--- src/hdl/fsc_pkg.sv ---
// Package for the fuzzy speed controller: payload types, register codes, constants.
package fsc_pkg;

    localparam int CFG_IDX_W  = 3;
    localparam int CFG_DATA_W = 32;

    typedef enum logic [CFG_IDX_W-1:0] {
        REG_TARGET    = 3'd0,
        REG_EGAIN     = 3'd1,
        REG_DEGAIN    = 3'd2,
        REG_OGAIN     = 3'd3,
        REG_PERIOD    = 3'd4,
        REG_FLOOR     = 3'd5,
        REG_CEIL      = 3'd6
    } t_reg_idx;

    typedef struct packed {
        logic signed [15:0] measured_speed;
        logic               motor_direction;
    } t_in_req;

    typedef struct packed {
        logic [15:0] duty_out;
        logic        pwm_stopped;
        logic        drive_direction;
    } t_out_req;

    // divider operation request
    typedef struct packed {
        logic        start;
        logic [63:0] dividend;
        logic [31:0] divisor;
    } t_div_req;

    typedef struct packed {
        logic        done;
        logic [63:0] quotient;
    } t_div_rsp;

    localparam logic signed [8:0] GRADE_FULL = 9'sd100;

    // 100*k/span for the spans in use (40, 60, 100); k < span.
    // 1/3 as 171/512 is exact for 5*k below 300.
    function automatic logic [6:0] span_grade(input logic [6:0] k,
                                              input logic [6:0] span);
        logic [9:0]  k5;
        logic [18:0] p;
        logic [6:0]  r;
        k5 = 10'(k) * 10'd5;
        p  = 19'(k5) * 19'd171;
        unique case (span)
            7'd40:   r = 7'(k5 >> 1);
            7'd60:   r = p[15:9];
            default: r = k;
        endcase
        return r;
    endfunction

    // Trapezoid membership grade; x in -100..100, all breakpoints constant.
    function automatic logic [6:0] trap(input logic signed [8:0] x,
                                        input logic signed [8:0] a,
                                        input logic signed [8:0] b,
                                        input logic signed [8:0] c,
                                        input logic signed [8:0] d);
        logic [6:0] r;
        if (x < a) r = 7'd0;
        else if (x < b) r = span_grade(7'(x - a), 7'(b - a));
        else if (x < c) r = 7'd100;
        else if (x < d) r = span_grade(7'(d - x), 7'(d - c));
        else r = 7'd0;
        return r;
    endfunction

endpackage

--- src/hdl/fuzzy_speed_controller.sv ---
// Top level of the fuzzy PI speed controller.
//
//  channel  | signals                        | payload
//  in       | i_in_valid / o_in_ready        | t_in_req  (speed, direction)
//  out      | o_out_valid / i_out_ready      | t_out_req (duty, stopped, dir)
//  cfg      | i_cfg_we, i_cfg_idx, i_cfg_data| 32-bit write data
//
// A request makes three passes of the shared bit-serial divider (x1, de*100/period,
// x2), each an issue, 64 quotient steps and a take; then the 15 rules are summed,
// sum*period*gain is formed through r_sp and r_prod, and the output is registered.
// A zero error gain skips the first pass; a zero rate gain or period skips the other two.
// Reset is synchronous active low and restores the state, loop and config registers only.
// The result sits in an output register; the input stays closed until it is taken.
module fuzzy_speed_controller
    import fsc_pkg::*;
(
    input  logic                  i_clk,
    input  logic                  i_rst_n,
    input  logic                  i_in_valid,
    output logic                  o_in_ready,
    input  t_in_req               i_in_data,
    output logic                  o_out_valid,
    input  logic                  i_out_ready,
    output t_out_req              o_out_data,
    input  logic                  i_cfg_we,
    input  logic [CFG_IDX_W-1:0]  i_cfg_idx,
    input  logic [CFG_DATA_W-1:0] i_cfg_data
);
    typedef enum logic [8:0] {
        S_IDLE = 9'b000000001, S_D1 = 9'b000000010, S_W1 = 9'b000000100,
        S_D2   = 9'b000001000, S_W2 = 9'b000010000, S_D3 = 9'b000100000,
        S_W3   = 9'b001000000, S_RULE = 9'b010000000, S_OUT = 9'b100000000
    } t_state;

    t_state r_state, n_state;

    // configuration
    logic signed [15:0] r_target;
    logic [31:0] r_egain, r_degain, r_ogain;
    logic [9:0]  r_period;
    logic [15:0] r_floor, r_ceil;

    // loop state
    logic signed [17:0] r_last_err, n_last_err;
    logic [15:0] r_duty, n_duty;

    // work registers
    logic signed [17:0] r_err, n_err, r_derr, n_derr;
    logic        r_dir, n_dir;
    logic signed [8:0] r_x1, n_x1, r_x2, n_x2;
    logic signed [63:0] r_q, n_q;      // magnitude of de*100/period; sign in r_neg
    logic signed [10:0] r_sum, n_sum;  // rule sum, |sum| <= 900
    logic [3:0]  r_rule, n_rule;
    logic        r_ovalid, n_ovalid;
    t_out_req    r_out, n_out;

    t_div_req div_req;
    t_div_rsp div_rsp;

    fsc_div u_div (.i_clk(i_clk), .i_rst_n(i_rst_n), .i_req(div_req), .o_rsp(div_rsp));

    // magnitude and sign of the current dividend
    logic        neg;
    logic [63:0] mag, qs;
    logic signed [64:0] sq;
    logic signed [8:0] clamped;

    // memberships
    logic [6:0] es [5];
    logic [6:0] ds [3];
    logic [6:0] mn;
    logic signed [2:0] w;
    logic [1:0] rj_i;
    logic [2:0] ei;
    logic [8:0] rmul;

    // final product: sum*period*gain, done in stages via registers
    logic signed [21:0] r_sp, n_sp;    // sum*period
    logic signed [54:0] r_prod;        // sum*period*gain
    logic signed [54:0] n_prod;
    logic signed [38:0] inc;
    logic signed [39:0] nxt;
    logic [1:0] r_tail, n_tail;

    always_comb begin
        es[0] = trap(r_x1, -9'sd200, -9'sd100, -9'sd100, -9'sd40);
        es[1] = trap(r_x1, -9'sd100, -9'sd40, -9'sd40, 9'sd0);
        es[2] = trap(r_x1, -9'sd40, 9'sd0, 9'sd0, 9'sd40);
        es[3] = trap(r_x1, 9'sd0, 9'sd40, 9'sd40, 9'sd100);
        es[4] = trap(r_x1, 9'sd40, 9'sd100, 9'sd100, 9'sd200);
        ds[0] = trap(r_x2, -9'sd200, -9'sd100, -9'sd100, 9'sd0);
        ds[1] = trap(r_x2, -9'sd100, 9'sd0, 9'sd0, 9'sd100);
        ds[2] = trap(r_x2, 9'sd0, 9'sd100, 9'sd100, 9'sd200);
    end

    // rule row = rule/3 as rule*11/32 (exact for 0..15), column is the rest
    always_comb begin
        rmul = 9'(r_rule) * 9'd11;
        ei = rmul[7:5];
        rj_i = 2'(r_rule - 4'(ei) * 4'd3);
        mn = (es[ei] < ds[rj_i]) ? es[ei] : ds[rj_i];
        w = 3'(signed'({1'b0, ei}) + signed'({1'b0, rj_i}) - 4'sd3);
    end

    // signed result of the last division
    always_comb begin
        qs = div_rsp.quotient;
        sq = neg ? -$signed({1'b0, qs}) : $signed({1'b0, qs});
        if (sq > 65'sd100) clamped = GRADE_FULL;
        else if (sq < -65'sd100) clamped = -GRADE_FULL;
        else clamped = 9'(sq);
    end

    logic r_neg, n_neg;
    assign neg = r_neg;

    function automatic logic signed [8:0] sgn100(input logic signed [63:0] v);
        if (v > 0) return GRADE_FULL;
        else if (v < 0) return -GRADE_FULL;
        return 9'sd0;
    endfunction

    always_comb begin
        n_state = r_state; n_last_err = r_last_err; n_duty = r_duty;
        n_err = r_err; n_derr = r_derr; n_dir = r_dir; n_x1 = r_x1; n_x2 = r_x2;
        n_q = r_q; n_sum = r_sum; n_rule = r_rule; n_ovalid = r_ovalid;
        n_out = r_out; n_neg = r_neg; n_sp = r_sp; n_prod = r_prod; n_tail = r_tail;
        div_req = '0; mag = '0; inc = '0; nxt = '0;
        if (r_ovalid && i_out_ready) n_ovalid = 1'b0;
        unique case (r_state)
            S_IDLE: if (i_in_valid && !r_ovalid) begin
                n_err = 18'(r_target) - 18'(i_in_data.measured_speed);
                n_dir = i_in_data.motor_direction;
                n_state = S_D1;
            end
            S_D1: begin
                n_derr = r_err - r_last_err;
                n_last_err = r_err;
                if (r_egain == '0) begin
                    n_x1 = sgn100(64'(r_err));
                    n_state = S_D2;
                end else begin
                    mag = 64'(r_err[17] ? -r_err : r_err) * 64'd6553600;
                    n_neg = r_err[17];
                    div_req = '{start: 1'b1, dividend: mag, divisor: r_egain};
                    n_state = S_W1;
                end
            end
            S_W1: if (div_rsp.done) begin
                n_x1 = clamped; n_state = S_D2;
            end
            S_D2: begin
                if (r_degain == '0 || r_period == '0) begin
                    n_x2 = sgn100(64'(r_derr));
                    n_state = S_RULE; n_rule = '0; n_sum = '0; n_tail = '0;
                end else begin
                    mag = 64'(r_derr[17] ? -r_derr : r_derr) * 64'd100;
                    n_neg = r_derr[17];
                    div_req = '{start: 1'b1, dividend: mag, divisor: 32'(r_period)};
                    n_state = S_W2;
                end
            end
            S_W2: if (div_rsp.done) begin
                n_q = 64'(qs); n_state = S_D3;   // magnitude; sign kept in r_neg
            end
            S_D3: begin
                div_req = '{start: 1'b1, dividend: {r_q[47:0], 16'd0}, divisor: r_degain};
                n_state = S_W3;
            end
            S_W3: if (div_rsp.done) begin
                n_x2 = clamped; n_state = S_RULE; n_rule = '0; n_sum = '0; n_tail = '0;
            end
            S_RULE: begin
                if (r_rule < 4'd15) begin
                    n_sum = r_sum + 11'(w) * 11'(signed'({1'b0, mn}));
                    n_rule = r_rule + 4'd1;
                end else begin
                    unique case (r_tail)
                        2'd0: begin
                            n_sp = 22'(r_sum) * signed'({12'd0, r_period});
                            n_tail = 2'd1;
                        end
                        2'd1: begin
                            n_prod = 55'(r_sp) * signed'({23'd0, r_ogain});
                            n_tail = 2'd2;
                        end
                        default: n_state = S_OUT;
                    endcase
                end
            end
            S_OUT: begin
                inc = 39'(r_prod / 55'sd65536);
                nxt = 40'(r_duty) + 40'(inc);
                if (nxt <= 0) begin
                    n_duty = '0;
                    n_out = '{duty_out: 16'd0, pwm_stopped: 1'b1, drive_direction: 1'b0};
                end else begin
                    if (nxt < 40'(r_floor)) n_duty = r_floor;
                    else if (nxt > 40'(r_ceil)) n_duty = r_ceil;
                    else n_duty = nxt[15:0];
                    n_out = '{duty_out: n_duty, pwm_stopped: 1'b0, drive_direction: r_dir};
                end
                n_ovalid = 1'b1;
                n_state = S_IDLE;
            end
            default: n_state = S_IDLE;
        endcase
    end

    always_ff @(posedge i_clk) begin
        r_err <= n_err; r_derr <= n_derr; r_dir <= n_dir; r_x1 <= n_x1; r_x2 <= n_x2;
        r_q <= n_q; r_sum <= n_sum; r_rule <= n_rule; r_out <= n_out; r_neg <= n_neg;
        r_sp <= n_sp; r_prod <= n_prod; r_tail <= n_tail;
        if (!i_rst_n) begin
            r_state <= S_IDLE; r_ovalid <= 1'b0;
            r_last_err <= '0; r_duty <= '0;
            r_target <= '0; r_egain <= 32'd65536; r_degain <= 32'd65536;
            r_ogain <= '0; r_period <= 10'd10; r_floor <= '0; r_ceil <= 16'hFFFF;
        end else begin
            r_state <= n_state; r_ovalid <= n_ovalid;
            r_last_err <= n_last_err; r_duty <= n_duty;
            if (i_cfg_we) begin
                unique case (t_reg_idx'(i_cfg_idx))
                    REG_TARGET: r_target <= i_cfg_data[15:0];
                    REG_EGAIN:  r_egain  <= i_cfg_data;
                    REG_DEGAIN: r_degain <= i_cfg_data;
                    REG_OGAIN:  r_ogain  <= i_cfg_data;
                    REG_PERIOD: r_period <= i_cfg_data[9:0];
                    REG_FLOOR:  r_floor  <= i_cfg_data[15:0];
                    REG_CEIL:   r_ceil   <= i_cfg_data[15:0];
                    default: ;
                endcase
            end
        end
    end

    assign o_in_ready  = (r_state == S_IDLE) && !r_ovalid;
    assign o_out_valid = r_ovalid;
    assign o_out_data  = r_out;

`ifndef ASSERT_OFF
    a_stop_dir: assert property (@(posedge i_clk) disable iff (!i_rst_n)
        r_ovalid && r_out.pwm_stopped |-> !r_out.drive_direction && r_out.duty_out == 16'd0)
        else $error("stopped result malformed");
    a_busy_closed: assert property (@(posedge i_clk) disable iff (!i_rst_n)
        r_state != S_IDLE |-> !o_in_ready) else $error("ready while busy");
    a_duty_out: assert property (@(posedge i_clk) disable iff (!i_rst_n)
        $rose(r_ovalid) |-> r_out.duty_out == r_duty) else $error("duty mismatch");
`endif
endmodule

--- src/hdl/fsc_div.sv ---
// Shared radix-2 unsigned divider, one quotient bit per cycle.
module fsc_div
    import fsc_pkg::*;
(
    input  logic     i_clk,
    input  logic     i_rst_n,
    input  t_div_req i_req,
    output t_div_rsp o_rsp
);
    logic [63:0] r_q, n_q;
    logic [32:0] r_rem, n_rem;
    logic [31:0] r_den, n_den;
    logic [6:0]  r_cnt, n_cnt;
    logic        r_busy, n_busy, r_done, n_done;
    logic [32:0] trial;

    always_comb begin
        n_q = r_q; n_rem = r_rem; n_den = r_den; n_cnt = r_cnt;
        n_busy = r_busy; n_done = 1'b0;
        trial = '0;
        if (i_req.start) begin
            n_q = i_req.dividend; n_rem = '0; n_den = i_req.divisor;
            n_cnt = 7'd0; n_busy = 1'b1;
        end else if (r_busy) begin
            trial = {r_rem[31:0], r_q[63]};
            n_q = {r_q[62:0], 1'b0};
            if (trial >= {1'b0, r_den}) begin
                n_rem = trial - {1'b0, r_den};
                n_q[0] = 1'b1;
            end else n_rem = trial;
            n_cnt = r_cnt + 7'd1;
            if (r_cnt == 7'd63) begin
                n_busy = 1'b0; n_done = 1'b1;
            end
        end
    end

    always_ff @(posedge i_clk) begin
        r_q <= n_q; r_rem <= n_rem; r_den <= n_den; r_cnt <= n_cnt;
        if (!i_rst_n) begin
            r_busy <= 1'b0; r_done <= 1'b0;
        end else begin
            r_busy <= n_busy; r_done <= n_done;
        end
    end

    assign o_rsp.done = r_done;
    assign o_rsp.quotient = r_q;

`ifndef ASSERT_OFF
    a_done_after_busy: assert property (@(posedge i_clk) disable iff (!i_rst_n)
        r_done |-> $past(r_busy)) else $error("done without busy");
    a_not_both: assert property (@(posedge i_clk) disable iff (!i_rst_n)
        !(r_done && r_busy)) else $error("done while busy");
    a_cnt_idle: assert property (@(posedge i_clk) disable iff (!i_rst_n)
        $rose(r_busy) |-> r_cnt == 7'd0) else $error("count not cleared");
`endif
endmodule
--- config.mk ---
export PLATFORM = sky130hd
export DESIGN_NAME = fuzzy_speed_controller
export DESIGN_NICKNAME = d
export VERILOG_FILES = /design/src/hdl/fsc_pkg.sv /design/src/hdl/fuzzy_speed_controller.sv /design/src/hdl/fsc_div.sv
export SDC_FILE = /design/constraint.sdc
export NUM_CORES = 2
export LEC_CHECK = 0
export ABC_AREA = 1
export BUFFER_PORTS_ARGS = -buffer_cell sky130_fd_sc_hd__buf_2
export CAP_MARGIN = 20
export CORE_UTILIZATION = 45
export DETAILED_ROUTE_END_ITERATION = 16
export SLEW_MARGIN = 30
export SYNTH_ARGS = -nofsm -noshare
export SYNTH_HDL_FRONTEND = slang
export SYNTH_SLANG_ARGS = --single-unit
--- constraint.sdc ---
create_clock -name i_clk -period 26.9 [get_ports i_clk]
set_input_delay 2.69 -clock i_clk [delete_from_list [all_inputs] [get_ports i_clk]]
set_output_delay 2.69 -clock i_clk [all_outputs]
set_load 0.01 [all_outputs]
# Yosys cells after proc, flatten, opt, wreduce, memory -nomap -nowiden
# Index checks and enable logic that the tools add are counted.
# totals
output_inout_bits	20
wordCells	273
reg_bits	549
in_bits	57
# op_classes
order_cmp	26
bitwise_logic	6
eq_ne	29
n_addsub	28
n_reduce_logical	36
mul	19
muxes	97
# ops
operator	count
$pmux 97 s3	1
$mux 64	4
$mux 7	29
$mux 97	2
$mux 9	17
$pmux 9 s8	1
$gt 65x8->1 const B	1
$lt 65x8->1 const B	1
$mux 65	1
$neg 64->65	1
$logic_not 32->1	2
$mul 10x8->16 const B	4
$mul 64x5->46 const B	1
$mul 64x5->62 const B	1
$neg 17->64	1
$neg 18->64	1
$mul 22x33->55	1
$mux 16	3
$add 17x39->40	1
$gt 40x16->1	1
$le 40x1->1 const B	1
$lt 40x16->1	1
$mul 7x3->10 const B	4
$add 39x1->39	1
83 further kinds	160

# Longest topological paths before layout
# depth
depth_word	15
depth_mapped	68
mapped_depth_nobuf	67

# Hierarchy
# Synthesis repeated with hierarchy kept, for this count alone.
# hier_totals
hier_cells	11015
area_unflattened_um2	82371.5
# modules_own_cells
mod	area_each_um2	instances	seq_area_each_um2	cells_each
fuzzy_speed_controller	74069.8	1	10400.0	9874
fsc_div	8301.7	1	3703.6	1141

# Worst setup path after synthesis
# No wires, ideal clock.
# synth_path
path_type	register to register
startpoint	register r_x1[0]
endpoint	register r_sum[10] (data pin)
path_stages_with_launch	61
arrival_ns	10.835
n_path_buf	1
setup_ns	0.146
setup_slack_ns	15.919
path_cell_list	edfxtp_1 > clkbuf_1 > inv_1 > ha_1 > a21oi_1 > nor2_1 > nor2_1 > inv_1 > ha_1 > ha_1 > a21oi_1 > inv_1 > a31oi_1 > xor2_1 > ha_1 > fa_1 > inv_1 > fa_1 > (+25 left out) > nand2_1 > fa_1 > fa_1 > fa_1 > inv_1 > ha_1 > fa_1 > nand2_1 > a21boi_0 > nor2_1 > inv_1 > a21oi_1 > nor2_1 > o21ai_0 > nand2_1 > a21oi_1 > o21ai_0 > a21oi_1
# synth_via
elab_chain_len	15
# synth_lines
element	line_no	text
start: declaration	fuzzy_speed_controller.sv:50	logic signed [8:0] r_x1, n_x1, r_x2, n_x2;
start signal: assignment	fuzzy_speed_controller.sv:211	r_err <= n_err; r_derr <= n_derr; r_dir <= n_dir; r_x1 <= n_x1; r_x2 <= n_x2;
$sub 6x7->7 / $sub 7x7->7 (equally long branches)	fsc_pkg.sv:69	else if (x < d) r = span_grade(7'(d - x), 7'(d - c));
$mul 7x3->10	fsc_pkg.sv:49	k5 = 10'(k) * 10'd5;
$mul 10x8->16	fsc_pkg.sv:50	p = 19'(k5) * 19'd171;
$mux 7	fsc_pkg.sv:69	
$mux 7	fsc_pkg.sv:67	else if (x < b) r = span_grade(7'(x - a), 7'(b - a));
$mux 7	fsc_pkg.sv:66	if (x < a) r = 7'd0;
$bmux 7 s3 *	fuzzy_speed_controller.sv:101	mn = (es[ei] < ds[rj_i]) ? es[ei] : ds[rj_i];
$mux 7 (implied by the code) * (2 in series)	fuzzy_speed_controller.sv:101	
$lt 7x7->1	fuzzy_speed_controller.sv:101	
$mux 7 *	fuzzy_speed_controller.sv:101	
$mul 3x8->11 *	fuzzy_speed_controller.sv:175	n_sum = r_sum + 11'(w) * 11'(signed'({1'b0, mn}));
$add 11x11->11 *	fuzzy_speed_controller.sv:175	
$mux 11 *	fuzzy_speed_controller.sv:174	if (r_rule < 4'd15) begin
$pmux 11 s3 *	fuzzy_speed_controller.sv:130	unique case (r_state)
end signal: assignment	fuzzy_speed_controller.sv:212	r_q <= n_q; r_sum <= n_sum; r_rule <= n_rule; r_out <= n_out; r_neg <= n_neg;
end: declaration	fuzzy_speed_controller.sv:52	logic signed [10:0] r_sum, n_sum;
# Mark *: on every way between the ends. The rest lies on a longest branch, timed or not. The select of a mux whose other input is x is not followed.
# A chain may end at the register's enable or synchronous reset.

# Final worst setup path
# layout_path
startpoint	register r_x1[3]
endpoint	register r_sum[10] (data pin)
# Same word-level chain as after synthesis.

==> qor.csv <==
stage,metric,value,unit
clock_network,clock_sinks,549,
detailed_routing,vias_per_cell,5.27,
synthesis,syn_avg_cell_area,7.65,µm²
synthesis,synthCells,10500,
finish,nets,12500,
floorplan,start_util,45.4,%
clock_network,cts_tree,built,
worst_setup_path,crit_top_cell,nand2_1,
clock_network,clk_path_buf_depth,3,
detailed_routing,ant_nets,0,
floorplan,num_io_pins,77,
worst_setup_path,crit_required,27.42,ns
detailed_routing,route.vias.total,68700,
pwr,leakagePower,45.1,nW
synthesis,syn_area,80200,µm²
detailed_routing,initialDrtViolationCount,5468,
synthesis,synth_edf_count,311,
worst_hold_path,hp-class,flip-flop to flip-flop,
clock_network,insertion_delay,0.72,ns
synthesis,synth-seq-cells,549,
clock_network,cts_root_buf,clkbuf_16,
worst_setup_path,r2r-end,r_sum[10],
worst_hold_path,min_from,u_div.r_q[1],
clock_network,clkSlewWorstSetupHoldPaths,0.06,ns
job,maxCapViolations,0,
detailed_routing,drc,0,
pwr,pwr_density_cell,99.6,nW/µm²
synthesis,synthArstFlopShare,0,%
worst_setup_path,r2r_start,r_x1[3],
finish,fin_util,48.9,%
worst_setup_path,cp-start-kind,flip-flop,
timing,post-route-min-period,12.85,ns
worst_hold_path,holdPathStages,0,
timing,finalHoldViolations,0,
floorplan,die_y,424,µm
timing,setup_viol,0,
worst_setup_path,r2r_cells,56,
worst_setup_path,cpPeakStageDelay,0.67,ns
floorplan,dieArea,180000,µm²
timing,setup_tns,0,ns
grt,grt_max_degree,78,
timing,grt_setup_unrepaired,false,
timing,fmaxAchievable,77.8,MHz
worst_setup_path,endpoint,r_sum[10],
worst_setup_path,crit_start,r_x1[3],
grt,grt_overflow_total,0,
clock_network,postCtsSetupRepairBufs,0,
finish,drive_above_1_share,4.71,%
grt,grt_antenna_before_repair,14,
detailed_routing,dr.pass1.iters,6,
clock_network,numCtsBuffers,69,
timing,finalCritPeriodShare,47.8,%
timing,slew_viol_final,0,
worst_setup_path,worstPathArrival,13.36,ns
clock_network,cts-resized-gates,0,
worst_setup_path,rrSetupSlack,14.05,ns
grt,grt_use_total,28.4,%
placement,hpwl,204000,µm
clock_network,hold_buffers,0,
worst_setup_path,crit_fanout,11,
worst_setup_path,worst_path_max_delay_cell,a211oi_1,
grt,grt_pass1_wl,398000,µm
clock_network,htree_num_levels,3,
worst_setup_path,critical_path.endpoint_type,flip-flop,
timing,clock_skew,0.0656,ns
placement,io_buffer_count,76,
floorplan,die_w,424,µm
floorplan,core_area,176000,µm²
status,status,finished clean,
worst_setup_path,crit_type,flip-flop to flip-flop,
grt,grt_pass1_vias,68600,
pwr,vdd_drop_max,0.148,mV
timing,maxSlewHeadroom,32.0,%
placement,place_congestion,0.980,
synthesis,synth-main-ff-cell,edfxtp_1,
synthesis,ys_seq_area_share,17.6,%
synthesis,ys_types,70,
detailed_routing,wl,253000,µm
finish,areaGrowthSynthToFinish,7.65,%
floorplan,std_cell_rows,154,
synthesis,synth_warnings,0,
timing,tightestPinTransition,1.01,ns
detailed_routing,wl_per_cell,19.4,µm
## flip-flops by register name (all words and copies together) (netlist names), 10 cells and up
name	count
o_out_data	18
r_ceil	16
r_degain	32
r_derr	18
r_duty	16
r_egain	32
r_err	17
r_floor	16
r_last_err	17
r_ogain	32
r_period	10
r_prod	55
r_q	48
r_sp	22
r_sum	11
r_target	16
u_div.r_den	32
u_div.r_q	64
u_div.r_rem	32
## metal layers
layer,wire (µm),track usage (%),vias to the layer above
met2,117000,46.5,2155
met5,27,0,-
li1,-,-,33000
met1,111000,38.9,33300
met4,8180,9.19,4
met3,17300,3.53,363
## worst min path at each step
stage              to
6_report       r_q[1]
5_1_grt        r_q[1]
4_1_cts        r_q[1]
3_5_place_dp   r_q[1]
3_3_place_gp   r_q[1]
2_1_floorplan  r_q[0]
## kinds of logic after synthesis
group / count (synthesis) / share of synthesized area, %
buffers and inverters: 2636 / 12.4
AND/OR/NAND/NOR: 3612 / 18.8
flip-flops: 549 / 17.6
other: 2 / 0.00936
AO/OA/AOI/OAI: 1515 / 10.6
XOR/XNOR: 342 / 3.73
adder cells (fa/ha/maj): 1829 / 36.8
## metrics by stage
stage	total power [mW]	cell area, µm²	hold slack [ns]	std cells	setup slack [ns]
floorplan	5.91	80900	0.426	10700	15.92
global placement	7.47	83900	0.431	12900	14.17
detailed placement	7.51	83900	0.437	12900	14.13
CTS	8.55	86300	0.450	13000	13.96
global route	9.70	86300	0.467	13000	12.72
finish	8.60	86300	0.451	13000	14.05
## synth_stat cells, types with 5 or more instances
library cell     n  share of area [%]
a211oi_1        13               0.12
a21boi_0        18               0.17
a21o_1          27               0.25
a21oi_1        596                3.7
a21oi_2         10               0.11
a221oi_1         8              0.087
a22o_1           5              0.055
a22oi_1          9              0.084
a31oi_1         57               0.44
a32oi_1          7              0.076
and2_1           7              0.055
and3_1           5              0.039
buf_1            7              0.033
clkbuf_1       279                1.3
clkinv_1        12              0.056
dfxtp_1        238                5.9
edfxtp_1       311                 12
fa_1           888                 22
ha_1           941                 15
inv_1         2320                 11
inv_2            9              0.042
nand2_1       2028                9.5
nand2_2         42               0.33
nand3_1        266                1.7
nand3_2         10               0.12
nand3b_1        13               0.12
nand4_1        105               0.82
nor2_1         874                4.1
nor2_2          31               0.24
nor2_4          11               0.15
nor3_1          82               0.51
nor3b_1          5              0.047
nor4_1          48               0.37
o2111ai_1       23               0.25
o211ai_1        59               0.55
o21a_1          35               0.33
o21ai_0        569                3.6
o21bai_1        19               0.18
o221ai_1        10               0.11
o22ai_1         13               0.10
o31ai_1         11               0.10
or2_2           71               0.55
xnor2_1        101                1.1
xor2_1         241                2.6
## layout by cell type, fill, tap and decap left out, types with 238 or more instances in the layout
cell | netlist | routed
ha_1 | 941 | 941
nand2_1 | 2028 | 2027
o21ai_0 | 569 | 569
xor2_1 | 241 | 241
inv_1 | 2320 | 2317
nand3_1 | 266 | 265
dfxtp_1 | 238 | 238
edfxtp_1 | 311 | 311
fa_1 | 888 | 888
nor2_1 | 874 | 868
a21oi_1 | 596 | 596
## final cells by class
type | count | area, µm²
fillers | 17700 | 90200
multi-input cells | 7496 | 57000
flip-flops and latches | 549 | 14100
inverters | 2341 | 8790
well taps | 2340 | 2930
clock buffers | 88 | 1880
repair buffers | 175 | 1130
clock inverters | 37 | 490
diodes | 8 | 20.0
## report_power, final
group          internal [mW]  switching [mW]
clock network          0.557           0.419
logic                   2.41            4.10
registers               1.03          0.0909
## critical path: cells and delay by family (launching register included)
kind	cells	cell delay (ns)
and+or+nand+nor	21	2.09
xor gates and xnor gates	2	0.90
adders and majority gates	13	5.27
DFF	1	0.60
buffers and inverters	6	0.84
AOI/OAI and AO/OA	14	2.95
No activity file was read; power rests on OpenSTA's default activity.
